==> src/h3mh_pkg.sv <==
// Shared constants, types and helper functions for the H3 matrix hash unit.
package h3mh_pkg;

	// Matrix geometry
	localparam int NUM_FUNCS     = 4;
	localparam int ROWS_PER_FUNC = 64;
	localparam int LANES         = 8;
	localparam int LANE_W        = $clog2(LANES);
	localparam int STORE_DEPTH   = NUM_FUNCS * ROWS_PER_FUNC;
	localparam int NUM_GROUPS    = STORE_DEPTH / LANES;
	localparam int GRP_AW        = $clog2(NUM_GROUPS);
	localparam int GRP_PER_FUNC  = ROWS_PER_FUNC / LANES;
	localparam int GRP_W         = $clog2(GRP_PER_FUNC);

	// Item opcodes
	localparam logic FUNC_HASH  = 1'b0;
	localparam logic FUNC_WRITE = 1'b1;

	typedef logic [63:0] word_t;
	typedef logic [1:0]  mode_t;

	// Mode codes: number of halvings of the row count
	localparam mode_t MODE_64 = 2'd0;
	localparam mode_t MODE_32 = 2'd1;
	localparam mode_t MODE_16 = 2'd2;
	localparam mode_t MODE_8  = 2'd3;

	// Controller to datapath commands
	typedef struct packed {
		logic             start;
		logic             wr_en;
		logic             rd_en;
		logic [GRP_W-1:0] rd_grp;
		logic             load_out;
	} h3mh_cmd_t;

	// Map the requested width to a mode
	function automatic mode_t mode_of(input logic [6:0] ob);
		mode_t m;
		if (ob <= 7'd8)
			m = MODE_8;
		else if (ob <= 7'd16)
			m = MODE_16;
		else if (ob <= 7'd32)
			m = MODE_32;
		else
			m = MODE_64;
		return m;
	endfunction

	// Rotate left by k bits
	function automatic word_t rotl(input word_t v, input logic [5:0] k);
		word_t r;
		r = (v << k) | (v >> (7'd64 - {1'b0, k}));
		return r;
	endfunction

	// Final xor-shift folding for reduced modes
	function automatic word_t fold(input word_t v, input mode_t m);
		word_t r;
		r = v;
		if (m >= MODE_32)
			r = r ^ (r >> 32);
		if (m >= MODE_16)
			r = r ^ (r >> 16);
		if (m >= MODE_8)
			r = r ^ (r >> 8);
		return r;
	endfunction

endpackage

==> src/h3mh_ctrl.sv <==
// Controller state machine: input/output handshake and row group sequencing.
module h3mh_ctrl
	import h3mh_pkg::*;
(
	input  logic      clk,
	input  logic      arst_n,
	input  logic      in_valid,
	output logic      in_ready,
	input  logic      func,
	input  logic [6:0] out_bits,
	output logic      out_valid,
	input  logic      out_ready,
	output h3mh_cmd_t cmd
);

	localparam logic [1:0] ST_IDLE  = 2'd0;
	localparam logic [1:0] ST_RUN   = 2'd1;
	localparam logic [1:0] ST_DRAIN = 2'd2;
	localparam logic [1:0] ST_DONE  = 2'd3;

	logic [1:0]       state_q;
	logic [GRP_W-1:0] grp_q;
	logic [GRP_W-1:0] last_grp_q;
	logic             out_valid_q;
	logic             accept;
	logic             out_free;

	assign in_ready  = (state_q == ST_IDLE);
	assign accept    = in_valid && in_ready;
	assign out_free  = !out_valid_q || out_ready;
	assign out_valid = out_valid_q;

	// Command decode
	always_comb begin
		cmd          = '0;
		cmd.start    = accept && (func == FUNC_HASH);
		cmd.wr_en    = accept && (func == FUNC_WRITE);
		cmd.rd_en    = (state_q == ST_RUN);
		cmd.rd_grp   = grp_q;
		cmd.load_out = (state_q == ST_DONE) && out_free;
	end

	// State and group counter
	always_ff @(posedge clk or negedge arst_n) begin
		if (!arst_n) begin
			state_q    <= ST_IDLE;
			grp_q      <= '0;
			last_grp_q <= '0;
		end else begin
			case (state_q)
				ST_IDLE: begin
					if (cmd.start) begin
						grp_q      <= '0;
						// 8, 4, 2 or 1 groups
						last_grp_q <= GRP_W'((GRP_PER_FUNC - 1) >> mode_of(out_bits));
						state_q    <= ST_RUN;
					end
				end
				ST_RUN: begin
					if (grp_q == last_grp_q)
						state_q <= ST_DRAIN;
					else
						grp_q <= grp_q + 1'b1;
				end
				ST_DRAIN: begin
					state_q <= ST_DONE;
				end
				ST_DONE: begin
					if (out_free)
						state_q <= ST_IDLE;
				end
				default: begin
					state_q <= ST_IDLE;
				end
			endcase
		end
	end

	// Output word valid flag
	always_ff @(posedge clk or negedge arst_n) begin
		if (!arst_n)
			out_valid_q <= 1'b0;
		else if (cmd.load_out)
			out_valid_q <= 1'b1;
		else if (out_ready)
			out_valid_q <= 1'b0;
	end

	// A pending output word is never overwritten
	assert property (@(posedge clk) disable iff (!arst_n)
		cmd.load_out |-> (!out_valid_q || out_ready))
		else $error("output word overwritten");

	// A hash word starts at group zero
	assert property (@(posedge clk) disable iff (!arst_n)
		cmd.start |=> (state_q == ST_RUN && grp_q == '0))
		else $error("hash did not start at group zero");

	// Group counter never passes the last group
	assert property (@(posedge clk) disable iff (!arst_n)
		(state_q == ST_RUN) |-> (grp_q <= last_grp_q))
		else $error("group counter overran");

endmodule

==> config.mk <==
export PLATFORM = sky130hd
export DESIGN_NAME = h3mh_ctrl
export DESIGN_NICKNAME = d
export VERILOG_FILES = /design/src/h3mh_pkg.sv /design/src/h3mh_ctrl.sv
export SDC_FILE = /design/constraint.sdc
export NUM_CORES = 1
export LEC_CHECK = 0
export BUFFER_PORTS_ARGS = -buffer_cell sky130_fd_sc_hd__buf_2
export CORE_MARGIN = 4
export CORE_UTILIZATION = 40
export DETAILED_ROUTE_END_ITERATION = 10
export PLACE_DENSITY_LB_ADDON = 0.08
export SYNTH_ARGS = -nofsm -noshare
export SYNTH_HDL_FRONTEND = slang
export SYNTH_SLANG_ARGS = --single-unit
==> constraint.sdc <==
create_clock -name clk -period 3.6 [get_ports clk]
set_input_delay 0.36 -clock clk [delete_from_list [all_inputs] [get_ports clk]]
set_output_delay 0.36 -clock clk [all_outputs]
set_load 0.02 [all_outputs]
==> metrics.md <==
| Metric | Value |
|---|---|
| Fin area | `around 730 um2` |
| Sequential-to-total area share from yosys stat | `0.3830` |
| Fin util | `0.5422` |
| Max Freq | `between 0.4 and 0.5 GHz` |
| Die Area | `~2100 um2` |
| Worst vdd ir | `0.4734 mV` |
| GR Util met3 | `0.02344` |
| CP Launch Type | `register` |
| Clk slew on worst S/H paths | `0.07 ns` |
| Reg2Reg Setup Slack | `around 1.9 ns` |
| Synth Register Bits | `9` |
| Arrival @ worst endpoint | `~1.7 ns` |
| Synth async-reset ratio | `1.000` |
| WL/cell | `12.14 um` |
| Core area | `between 1000 and 1500 um2` |
| Ranking of synthesized cells by area | `dfrtp_1, ha_1, nand2_1, nor2_1, xnor2_1` |
| Area grow syn2layout | `24.47%` |
| Port bufs | `20` |
| Setup tns final | `0 ns` |
| Met2 Use GR | `0.2143` |
| Setup Crit Path Kind | `reg2out` |
| Worst Hold End | `last_grp_q[2]` |
| Grt ovf | `0` |
| CTS root buf | `clkbuf_4` |
| Least-Margin Pin Slew | `roughly 0.38 ns` |
| Clock buffer depth | `2` |
| Initial core utilization | `0.4356` |
| Mean Syn Cell Area | `about 9.3 um2` |
| DRC Markers | `0` |
| P per Cell Area | `823.8 nW/um2` |
| Max-Cap Viols | `0` |
| Met1 Use GR | `0.1682` |
| Hold-fix buffers, CTS | `1` |
| Setup Fix Bufs, Post-CTS | `0` |
| Ys Warns | `0` |
| Slew margin rel. | `0.7438` |
| # diodes | `0` |
| Top-area cell type share of the netlist area | `0.3830` |
| Crit-path max FO | `8` |
| Initial DRC count | `13` |
| Routed Antenna Nets | `0` |
| Reg2reg path depth | `4` |
| Drt first pass iters | `2` |
| Grt peak-use layer | `met2` |
| RSZ-0062 raised after global routing | `no` |
| Clock network fraction of total power | `0.130` |
| # IOs | `21` |
| WHS Path Cells | `3` |
| Final Wtd Congestion | `about 0.76` |
| Yosys cell types | `28` |
| Via count | `~530` |
| H-tree levels | `1` |
| Die Wd | `approximately 46 um` |
| Clock sinks | `9` |
| Largest net degree at the start of global routing | `10` |
| Final Hold Viols | `0` |
| Nets@finish | `approximately 110` |
| Die Y-Extent | `46.34 um` |
| Clk_skew | `0.007582 ns` |
| Commonest cells in the netlist | `dfrtp_1, nand2_1, nor2_1` |
| Initial antenna violation count | `0` |
| Skew-Pair Late Insertion Delay | `~0.26 ns` |
| Status | `finished clean` |
| P_leak | `around 0.38 nW` |
| Gate power share | `0.554` |
| Vias in the first global route | `484` |
| Switching power | `approximately 0.27 mW` |
| First-pass GRT wire length | `approximately 2000 um` |
| Switching share of power | `0.4414` |
| Std-Cell Rows | `13` |
| HP Class | `in2reg` |
| Final setup fails | `0` |
| Final period util | `0.5691` |
| Crit. End Element | `output port` |
| DP Wirelength | `999.1 um` |
| Internal | `approximately 0.34 mW` |
| Area leader, netlist | `dfrtp_1` |
| Sequential power share | `0.316` |
| Synth Cell Area | `just under 600 um2` |
| Layout cells sized above 1 | `0.3333` |
| Synthesized Nets | `80` |
| Number of synthesized flops with an enable pin | `0` |
| Drt via density | `5.167` |
| Mapped Cells | `63` |
| Worst Path Required | `3.24 ns` |
| WL final | `approximately 1200 um` |
| Area post-placement | `just under 700 um2` |
| HP Start | `out_bits[6]` |
| Crit Reg-Reg Endpoint | `state_q[1]` |
| Top FF cell, synth | `dfrtp_1` |
| WHS | `~0.36 ns` |
| Launching point of the worst reg2reg path | `grp_q[0]` |
| Final Max Tran Viols | `0` |
| Cts repair resizes | `0` |
| Total CTS buffers | `3` |
| GRT Overall Usage | `0.1357` |
| CTS tree | `yes` |
| Final critical delay including setup and external delays | `approximately 2.0 ns` |
-- layout make-up --
cell class / count / area [um2]
Inverter: 4 / 15.01
Fill cell: 132 / 618.1
Sequential cell: 9 / 225.2
Multi-Input combinational cell: 49 / 336.6
Clock buffer: 4 / 26.28
Tap cell: 15 / 18.77
Timing Repair Buffer: 21 / 110.1
-- layer usage --
| layer | share of wire | routed length [um] |
|---|---|---|
| met3 | 0.058 | 72 |
| met5 | 0 | 0 |
| met4 | 0.017 | 21 |
| met1 | 0.46 | 573 |
| met2 | 0.46 | 570 |
-- layout by cell type, fill, tap and decap left out, types with 2 or more instances in the layout --
cell type,n
a21oi_1,2
a31oi_1,2
buf_2,20
clkbuf_4,3
dfrtp_1,9
ha_1,5
inv_1,4
nand2_1,9
nor2_1,8
o211ai_1,2
xnor2_1,3
-- how the worst max path moves through the flow --
stage | startpoint | to | slack, ns | cells past startpoint
global placement | state_q[0] | cmd[6] | 1.88 | 5
CTS | state_q[0] | cmd[6] | 1.54 | 5
global route | state_q[0] | cmd[6] | 1.39 | 5
floorplan | state_q[0] | cmd[6] | 1.85 | 4
finish | state_q[1] | cmd[6] | 1.55 | 5
detailed placement | state_q[0] | cmd[6] | 1.83 | 5
-- cells by family (layout without fill, tap and decap cells) --
family / count (synthesis) / in the layout / share of synthesized area
and+or+nand+nor: 27 / 27 / 0.2319
DFF: 9 / 9 / 0.3830
adders and majority gates: 5 / 5 / 0.1064
AOI/OAI and AO/OA: 12 / 12 / 0.1468
buffers and inverters: 5 / 29 / 0.04467
muxes: 2 / 2 / 0.04255
xor gates and xnor gates: 3 / 3 / 0.04469
-- worst max-delay path, cell delays in order (launching register included) --
cell     delay [ns]
dfrtp_1        0.42
inv_1          0.10
ha_1           0.28
nand2_1        0.08
nor2_1         0.31
buf_2          0.24
-- metrics by stage --
| stage | cells | total power, mW | worst slack, ns |
|---|---|---|---|
| floorplan | 63 | 0.4475 | 1.846 |
| global placement | 97 | 0.5169 | 1.880 |
| detailed placement | 97 | 0.5267 | 1.826 |
| CTS | 102 | 0.6097 | 1.538 |
| global route | 102 | 0.6581 | 1.395 |
| finish | 102 | 0.6030 | 1.551 |
-- power groups by stage --
| stage | Combinational, mW | Sequential, mW | Clock [mW] |
|---|---|---|---|
| floorplan | 0.246 | 0.202 | 0 |
| global placement | 0.329 | 0.188 | 0 |
| detailed placement | 0.334 | 0.193 | 0 |
| CTS | 0.337 | 0.191 | 0.0819 |
| global route | 0.374 | 0.198 | 0.0867 |
| finish | 0.334 | 0.190 | 0.0787 |
-- state kept, by name (all words and copies together), names as in the netlist --
register / flops
last_grp_q: 3
out_valid: 1
state_q: 2
grp_q: 3
(Power assumes the default switching activity.)
